--- src/rtl/cawf_pkg.sv ---
package cawf_pkg;

    localparam int unsigned ACTION_W = 5;
    localparam int unsigned WORD_W   = 16;
    localparam int unsigned BYTE_W   = 8;
    localparam int unsigned BITSEL_W = 3;

    localparam logic [ACTION_W-1:0] ACT_ADD        = 5'd0;
    localparam logic [ACTION_W-1:0] ACT_ADC        = 5'd1;
    localparam logic [ACTION_W-1:0] ACT_SUB        = 5'd2;
    localparam logic [ACTION_W-1:0] ACT_SBC        = 5'd3;
    localparam logic [ACTION_W-1:0] ACT_AND        = 5'd4;
    localparam logic [ACTION_W-1:0] ACT_XOR        = 5'd5;
    localparam logic [ACTION_W-1:0] ACT_OR         = 5'd6;
    localparam logic [ACTION_W-1:0] ACT_CP         = 5'd7;
    localparam logic [ACTION_W-1:0] ACT_INC        = 5'd8;
    localparam logic [ACTION_W-1:0] ACT_DEC        = 5'd9;
    localparam logic [ACTION_W-1:0] ACT_RLC        = 5'd10;
    localparam logic [ACTION_W-1:0] ACT_RRC        = 5'd11;
    localparam logic [ACTION_W-1:0] ACT_RL         = 5'd12;
    localparam logic [ACTION_W-1:0] ACT_RR         = 5'd13;
    localparam logic [ACTION_W-1:0] ACT_SLA        = 5'd14;
    localparam logic [ACTION_W-1:0] ACT_SRA        = 5'd15;
    localparam logic [ACTION_W-1:0] ACT_SRL        = 5'd16;
    localparam logic [ACTION_W-1:0] ACT_SWAP       = 5'd17;
    localparam logic [ACTION_W-1:0] ACT_BIT        = 5'd18;
    localparam logic [ACTION_W-1:0] ACT_DAA        = 5'd19;
    localparam logic [ACTION_W-1:0] ACT_CPL        = 5'd20;
    localparam logic [ACTION_W-1:0] ACT_CCF        = 5'd21;
    localparam logic [ACTION_W-1:0] ACT_SCF        = 5'd22;
    localparam logic [ACTION_W-1:0] ACT_RLCA       = 5'd23;
    localparam logic [ACTION_W-1:0] ACT_RRCA       = 5'd24;
    localparam logic [ACTION_W-1:0] ACT_RLA        = 5'd25;
    localparam logic [ACTION_W-1:0] ACT_RRA        = 5'd26;
    localparam logic [ACTION_W-1:0] ACT_ADD16      = 5'd27;
    localparam logic [ACTION_W-1:0] ACT_SP_OFFSET  = 5'd28;
    localparam logic [ACTION_W-1:0] ACT_LOAD_FLAGS = 5'd29;

    typedef struct packed {
        logic [ACTION_W-1:0] action;
        logic [WORD_W-1:0]   operand_a;
        logic [WORD_W-1:0]   operand_b;
        logic [BITSEL_W-1:0] bit_index;
    } request_t;

    typedef struct packed {
        logic [WORD_W-1:0] result;
        logic              write_back;
        logic              zero_flag;
        logic              subtract_flag;
        logic              half_carry_flag;
        logic              carry_flag;
    } result_t;

    typedef struct packed {
        logic z;
        logic n;
        logic h;
        logic c;
    } flags_t;

endpackage

--- src/rtl/cawf_alu.sv ---
module cawf_alu
    import cawf_pkg::*;
(
    input  request_t req,
    input  flags_t   flags,
    output result_t  rsp
);

    logic [BYTE_W-1:0] a;
    logic [BYTE_W-1:0] b;
    logic              cin;
    logic              t_add;
    logic              t_sub;
    logic [BYTE_W:0]   sum9;
    logic [4:0]        sum_lo;
    logic [BYTE_W:0]   diff9;
    logic [4:0]        diff_lo;
    logic [BYTE_W-1:0] rot_r;
    logic              rot_c;
    logic [BYTE_W-1:0] daa_r;
    logic              daa_c;
    logic [WORD_W:0]   sum17;
    logic [12:0]       sum13;
    logic [WORD_W-1:0] sp_sum;
    logic [BYTE_W:0]   sp9;
    logic [4:0]        sp_lo;
    logic [BYTE_W-1:0] r8;
    logic [WORD_W-1:0] r16;
    logic              wide;
    logic              wb;
    flags_t            f;

    assign a     = req.operand_a[BYTE_W-1:0];
    assign b     = req.operand_b[BYTE_W-1:0];
    assign cin   = flags.c;
    assign t_add = (req.action == ACT_ADC) ? cin : 1'b0;
    assign t_sub = (req.action == ACT_SBC) ? cin : 1'b0;

    assign sum9    = {1'b0, a} + {1'b0, b} + {8'd0, t_add};
    assign sum_lo  = {1'b0, a[3:0]} + {1'b0, b[3:0]} + {4'd0, t_add};
    assign diff9   = {1'b0, a} - {1'b0, b} - {8'd0, t_sub};
    assign diff_lo = {1'b0, a[3:0]} - {1'b0, b[3:0]} - {4'd0, t_sub};

    assign sum17  = {1'b0, req.operand_a} + {1'b0, req.operand_b};
    assign sum13  = {1'b0, req.operand_a[11:0]} + {1'b0, req.operand_b[11:0]};
    assign sp_sum = req.operand_a + {{8{b[7]}}, b};
    assign sp9    = {1'b0, a} + {1'b0, b};
    assign sp_lo  = {1'b0, a[3:0]} + {1'b0, b[3:0]};

    always_comb
    begin
        rot_r = a;
        rot_c = 1'b0;
        case (req.action) inside
            ACT_RLC, ACT_RLCA:
            begin
                rot_c = a[7];
                rot_r = {a[6:0], a[7]};
            end
            ACT_RRC, ACT_RRCA:
            begin
                rot_c = a[0];
                rot_r = {a[0], a[7:1]};
            end
            ACT_RL, ACT_RLA:
            begin
                rot_c = a[7];
                rot_r = {a[6:0], cin};
            end
            ACT_RR, ACT_RRA:
            begin
                rot_c = a[0];
                rot_r = {cin, a[7:1]};
            end
            ACT_SLA:
            begin
                rot_c = a[7];
                rot_r = {a[6:0], 1'b0};
            end
            ACT_SRA:
            begin
                rot_c = a[0];
                rot_r = {a[7], a[7:1]};
            end
            default:
            begin
                rot_c = a[0];
                rot_r = {1'b0, a[7:1]};
            end
        endcase
    end

    always_comb
    begin
        daa_r = a;
        daa_c = cin;
        if (!flags.n)
        begin
            if (cin || (a > 8'h99))
            begin
                daa_r = daa_r + 8'h60;
                daa_c = 1'b1;
            end
            if (flags.h || (a[3:0] > 4'd9))
            begin
                daa_r = daa_r + 8'h06;
            end
        end
        else
        begin
            if (cin)
            begin
                daa_r = daa_r - 8'h60;
            end
            if (flags.h)
            begin
                daa_r = daa_r - 8'h06;
            end
        end
    end

    always_comb
    begin
        r8   = '0;
        r16  = '0;
        wide = 1'b0;
        wb   = 1'b1;
        f    = flags;
        unique case (req.action) inside
            ACT_ADD, ACT_ADC:
            begin
                r8 = sum9[7:0];
                f  = '{z: (sum9[7:0] == 8'd0), n: 1'b0, h: sum_lo[4], c: sum9[8]};
            end
            ACT_SUB, ACT_SBC, ACT_CP:
            begin
                r8 = diff9[7:0];
                wb = (req.action != ACT_CP);
                f  = '{z: (diff9[7:0] == 8'd0), n: 1'b1, h: diff_lo[4], c: diff9[8]};
            end
            ACT_AND:
            begin
                r8 = a & b;
                f  = '{z: ((a & b) == 8'd0), n: 1'b0, h: 1'b1, c: 1'b0};
            end
            ACT_XOR:
            begin
                r8 = a ^ b;
                f  = '{z: ((a ^ b) == 8'd0), n: 1'b0, h: 1'b0, c: 1'b0};
            end
            ACT_OR:
            begin
                r8 = a | b;
                f  = '{z: ((a | b) == 8'd0), n: 1'b0, h: 1'b0, c: 1'b0};
            end
            ACT_INC:
            begin
                r8 = a + 8'd1;
                f  = '{z: (a == 8'hff), n: 1'b0, h: (a[3:0] == 4'hf), c: cin};
            end
            ACT_DEC:
            begin
                r8 = a - 8'd1;
                f  = '{z: (a == 8'h01), n: 1'b1, h: (a[3:0] == 4'h0), c: cin};
            end
            ACT_RLC, ACT_RRC, ACT_RL, ACT_RR, ACT_SLA, ACT_SRA, ACT_SRL:
            begin
                r8 = rot_r;
                f  = '{z: (rot_r == 8'd0), n: 1'b0, h: 1'b0, c: rot_c};
            end
            ACT_RLCA, ACT_RRCA, ACT_RLA, ACT_RRA:
            begin
                r8 = rot_r;
                f  = '{z: 1'b0, n: 1'b0, h: 1'b0, c: rot_c};
            end
            ACT_SWAP:
            begin
                r8 = {a[3:0], a[7:4]};
                f  = '{z: (a == 8'd0), n: 1'b0, h: 1'b0, c: 1'b0};
            end
            ACT_BIT:
            begin
                r8 = a;
                wb = 1'b0;
                f  = '{z: !a[req.bit_index], n: 1'b0, h: 1'b1, c: cin};
            end
            ACT_DAA:
            begin
                r8 = daa_r;
                f  = '{z: (daa_r == 8'd0), n: flags.n, h: 1'b0, c: daa_c};
            end
            ACT_CPL:
            begin
                r8 = ~a;
                f  = '{z: flags.z, n: 1'b1, h: 1'b1, c: cin};
            end
            ACT_CCF:
            begin
                wb = 1'b0;
                f  = '{z: flags.z, n: 1'b0, h: 1'b0, c: !cin};
            end
            ACT_SCF:
            begin
                wb = 1'b0;
                f  = '{z: flags.z, n: 1'b0, h: 1'b0, c: 1'b1};
            end
            ACT_ADD16:
            begin
                wide = 1'b1;
                r16  = sum17[WORD_W-1:0];
                f    = '{z: flags.z, n: 1'b0, h: sum13[12], c: sum17[WORD_W]};
            end
            ACT_SP_OFFSET:
            begin
                wide = 1'b1;
                r16  = sp_sum;
                f    = '{z: 1'b0, n: 1'b0, h: sp_lo[4], c: sp9[8]};
            end
            ACT_LOAD_FLAGS:
            begin
                r8 = {b[7:4], 4'd0};
                wb = 1'b0;
                f  = '{z: b[7], n: b[6], h: b[5], c: b[4]};
            end
            default:
            begin
                wb = 1'b0;
            end
        endcase
    end

    assign rsp.result          = wide ? r16 : {8'd0, r8};
    assign rsp.write_back      = wb;
    assign rsp.zero_flag       = f.z;
    assign rsp.subtract_flag   = f.n;
    assign rsp.half_carry_flag = f.h;
    assign rsp.carry_flag      = f.c;

endmodule

--- src/rtl/cpu_alu_with_flags.sv ---
// An accepted request is registered at the input, and its result is then registered at the output.
// One request per cycle while the result side is not stalled; the flag register feeds the next request directly.
// A stalled result holds in the output register while one more request waits at the input.
// Reset clears both valid bits and sets all four flags to zero.
module cpu_alu_with_flags
    import cawf_pkg::*;
(
    input  logic     clk,
    input  logic     rst_n,
    input  logic     request_valid,
    output logic     request_ready,
    input  request_t request,
    output logic     result_valid,
    input  logic     result_ready,
    output result_t  result_item
);

    logic     in_valid_reg;
    logic     in_valid_next;
    request_t in_data_reg;
    logic     out_valid_reg;
    logic     out_valid_next;
    result_t  out_data_reg;
    flags_t   flags_reg;
    flags_t   flags_next;
    result_t  alu_rsp;
    logic     advance;
    logic     take;

    cawf_alu u_alu (
        .req   (in_data_reg),
        .flags (flags_reg),
        .rsp   (alu_rsp)
    );

    assign advance       = in_valid_reg && (!out_valid_reg || result_ready);
    assign request_ready = !in_valid_reg || advance;
    assign take          = request_valid && request_ready;

    assign in_valid_next  = take || (in_valid_reg && !advance);
    assign out_valid_next = advance || (out_valid_reg && !result_ready);
    assign flags_next     = advance ? flags_t'{z: alu_rsp.zero_flag, n: alu_rsp.subtract_flag,
                                               h: alu_rsp.half_carry_flag, c: alu_rsp.carry_flag}
                                    : flags_reg;

    always_ff @(posedge clk or negedge rst_n)
    begin
        if (!rst_n)
        begin
            in_valid_reg  <= 1'b0;
            out_valid_reg <= 1'b0;
            flags_reg     <= '0;
        end
        else
        begin
            in_valid_reg  <= in_valid_next;
            out_valid_reg <= out_valid_next;
            flags_reg     <= flags_next;
        end
    end

    always_ff @(posedge clk)
    begin
        if (take)
        begin
            in_data_reg <= request;
        end
        if (advance)
        begin
            out_data_reg <= alu_rsp;
        end
    end

    assign result_valid = out_valid_reg;
    assign result_item  = out_data_reg;

    assert property (@(posedge clk) disable iff (!rst_n)
        !advance |=> (flags_reg == $past(flags_reg)))
        else $error("Flags changed without a request moving to the output.");

    assert property (@(posedge clk) disable iff (!rst_n)
        out_valid_reg |-> (flags_reg == {out_data_reg.zero_flag, out_data_reg.subtract_flag,
                                         out_data_reg.half_carry_flag, out_data_reg.carry_flag}))
        else $error("Flag register disagrees with the flags of the last result.");

    assert property (@(posedge clk) disable iff (!rst_n)
        !request_ready |-> (in_valid_reg && out_valid_reg && !result_ready))
        else $error("Request side stalled without a full pipeline.");

    assert property (@(posedge clk) disable iff (!rst_n)
        (out_valid_reg && !result_ready) |=> (out_valid_reg && $stable(out_data_reg)))
        else $error("Stalled result was lost or changed.");

endmodule

--- config.mk ---
export PLATFORM = sky130hd
export DESIGN_NAME = cpu_alu_with_flags
export DESIGN_NICKNAME = d
export VERILOG_FILES = /design/src/rtl/cawf_pkg.sv /design/src/rtl/cawf_alu.sv /design/src/rtl/cpu_alu_with_flags.sv
export SDC_FILE = /design/constraint.sdc
export NUM_CORES = 1
export LEC_CHECK = 0
export BUFFER_PORTS_ARGS = -buffer_cell sky130_fd_sc_hd__clkbuf_2
export CAP_MARGIN = 20
export CORE_MARGIN = 1
export CORE_UTILIZATION = 45
export CTS_CLUSTER_DIAMETER = 40
export DETAILED_ROUTE_END_ITERATION = 6
export PLACE_DENSITY = 0.68
export SLEW_MARGIN = 20
export SYNTH_ARGS = -nofsm -noshare
export SYNTH_HDL_FRONTEND = slang
export SYNTH_SLANG_ARGS = --single-unit
export TNS_END_PERCENT = 20
--- constraint.sdc ---
create_clock -name clk -period 6.4 [get_ports clk]
set_input_delay 0.32 -clock clk [delete_from_list [all_inputs] [get_ports clk]]
set_output_delay 0.32 -clock clk [all_outputs]
set_load 0.02 [all_outputs]
==> results.json <==
{
  "r2r_cells": 12,
  "die_y_um": 122,
  "drt-initial-drc-count": 805,
  "via_count": 6308,
  "nNetsFinal": 867,
  "path_cells": "and2_1 > nand4b_1 > fa_1 > fa_1 > o21a_1 > o22a_1 > a21o_1 > a21oi_1 > xnor2_1 > nor2_1 > nor4_1 > a31oi_1",
  "max_cap_violations": 0,
  "globalRouteMet2Util_pct": 46.0,
  "rows": 43,
  "finalHoldViolCount": 0,
  "met3_usage_pct": 6.98,
  "path_buf_inv": 0,
  "track_usage_pct": 30.5,
  "ys.flop_type": "edfxtp_1",
  "ir_worst_vdd_mv": 0.125,
  "cpPeakStageDelay_ps": 900,
  "synth-edff-count": 61,
  "crit_slowest_cell": "edfxtp_1",
  "yosys_warnings": 0,
  "holdPathStages": 1,
  "worst-path-max-fanout": 24,
  "grt.busiest_layer": "met2",
  "synth-compound-area-share_pct": 24.6,
  "avgSynthCellArea_sq_um": 8.95,
  "p_per_area_nw_per_um2": 225,
  "syn_inst": 725,
  "use_met1_pct": 42.2,
  "path_clk_slew_ps": 60,
  "min_period_over_period_pct": 65.8,
  "cts_tree": "built",
  "worst_setup_path_start_kind": "flop",
  "post-cts-setup-buffer-count": 0,
  "core_area_sq_um": 14000,
  "grt_pass1_vias": 5894,
  "hpwl_um": 16200,
  "dieArea_sq_um": 14900,
  "cp.arrival_ps": 4300,
  "cp_data_required_time_ps": 6490,
  "layout_common_cells": "66 x clkbuf_2, 61 x edfxtp_1, 56 x ha_1",
  "root_buffer": "clkbuf_16",
  "synth_seq_cells": 67,
  "synth_top_area_cell": "edfxtp_1",
  "port_buffers": 66,
  "finalClockSkew_ps": 7.53,
  "synth.distinct_cells": 82,
  "worstHoldPathType": "input port to flop",
  "via_per_inst": 6.65,
  "drive_gt1_share_pct": 14.7,
  "syn_area_sq_um": 6490,
  "cts.path.max_buffers": 2,
  "cp_common_cell": "fa_1",
  "clock_latency_ps": 350,
  "tightest_slew_ps": 1110,
  "reg2reg_slack_ps": 2190,
  "ctsHtreeMaxLevel": 3,
  "rsz0062_at_grt": "false",
  "gp_congestion": 1.01,
  "cellLeakagePower_nw": 2.81,
  "area_growth_pct": 11.0,
  "ios": 67,
  "setup.worst_path.end_class": "flop",
  "synthMuxAreaShare_pct": 2.33,
  "cts_resized": 0,
  "path_delay_family": "simple AND/OR/NAND/NOR gates",
  "antenna_cells": 0,
  "grt_max_degree": 41,
  "worstHoldStart": "request[36]",
  "cts.sinks": 67,
  "layout.cells.most_common": "clkbuf_2",
  "drc": 0,
  "fmax_mhz": 237,
  "reg2reg_from": "in_data_reg[35]$_DFFE_PP_",
  "synthXorXnorAreaFrac_pct": 6.34,
  "yosys.area_share.adder_pct": 11.7,
  "grt_pass1_wl_um": 33700,
  "crit_type": "flop to flop",
  "whs_endpoint": "in_data_reg[36]$_DFFE_PP_",
  "setup_viol": 0,
  "ctsHoldBuffers": 1,
  "wirelength_um": 22000,
  "final.setup.tns_ps": 0,
  "largest_reg_flops": 40,
  "period_needed_ps": 4210,
  "synth_area_leaders": "edfxtp_1 28%, ha_1 11%, xnor2_1 4.2%, a21oi_1 4.2%, nand2_1 3.1%",
  "synthSimpleGateAreaFrac_pct": 19.5,
  "initial_core_util_pct": 46.4,
  "gr-total-overflow": 0,
  "finalMaxSlewViolations": 0,
  "drt.antenna.violating_nets": 0,
  "dieWidth_um": 122,
  "yosysSeqAreaShare_pct": 30.5,
  "synth_top_family_by_area": "compound AO/OA/AOI/OAI gates",
  "hold_ws_ps": 143,
  "synthArstFlopShare_pct": 8.96,
  "synthesis.nets": 828,
  "max-slew-margin-rel_pct": 23.9,
  "antenna_found_initial": 0,
  "synth_top_area_share_pct": 28.2,
  "timing.rr.end": "result_item[0]$_DFFE_PP_",
  "wl_per_cell_um": 23.1,
  "cts_buffers": 9,
  "dr.pass1.iters": 5,
  "outcome": "complete, no violations"
}
==> cell usage after synthesis, types with 17 or more instances <==
master / instances
a21oi_1: 54
buf_2: 17
clkbuf_1: 25
edfxtp_1: 61
ha_1: 56
inv_1: 30
nand2_1: 54
nand3_1: 18
nor2_1: 50
o211ai_1: 21
o21ai_0: 29
xnor2_1: 31
==> logic make-up (layout without fill, tap and decap cells) <==
| kind of cell | count (synthesis) | count (layout) |
|---|---|---|
| mux | 12 | 12 |
| compound gates | 226 | 226 |
| xor+xnor | 47 | 47 |
| fa+ha+maj | 59 | 59 |
| buf+inv | 77 | 121 |
| simple gates | 237 | 237 |
| flops | 67 | 67 |
==> how the worst max path moves through the flow <==
stage | startpoint | end | slack, ps | cells past startpoint
after global placement | in_data_reg[35]$_DFFE_PP_ | result_item[0]$_DFFE_PP_ | 2360 | 12
after global routing | in_data_reg[35]$_DFFE_PP_ | result_item[0]$_DFFE_PP_ | 1940 | 12
after floorplan | in_data_reg[39]$_DFFE_PP_ | result_item[0]$_DFFE_PP_ | 2930 | 14
after CTS | in_data_reg[35]$_DFFE_PP_ | result_item[0]$_DFFE_PP_ | 2240 | 12
final | in_data_reg[35]$_DFFE_PP_ | result_item[0]$_DFFE_PP_ | 2190 | 12
after detailed placement | in_data_reg[35]$_DFFE_PP_ | result_item[0]$_DFFE_PP_ | 2240 | 12
==> final cells by class <==
class / instances / area [sq um]
fill: 1320 / 6790
multi-input combinational: 581 / 4180
sequential: 67 / 1980
timing repair buffer: 74 / 393
clock buffer: 9 / 225
tap: 180 / 225
inverter: 31 / 116
clock inverter: 7 / 75.1
==> report_power, final <==
group          internal (W)  leakage, nW  switching [W]
combinational      0.000201         2.01       0.000329
sequential         0.000523        0.662      0.0000531
clock              0.000303        0.138       0.000209
total               0.00103         2.81       0.000591
==> through the flow <==
stage                     std cells  worst slack, ps  total power [W]  area (sq um)  utilization [%]
after global routing            949             1940          0.00170          7200             51.5
after detailed placement        932             2240          0.00110          6890             49.2
after floorplan                 725             2930         0.000945          6490                -
after CTS                       949             2240          0.00161          7200             51.5
final                           949             2190          0.00162          7200             51.5
after global placement          932             2360          0.00109          6890             49.2
==> per-layer routing <==
layer,part of all wire (%),up-vias
li1,-,2863
met1,43,3020
met2,44,373
met3,9.8,52
met4,3.2,0
met5,0,-
No activity file was read; power rests on OpenSTA's default activity.
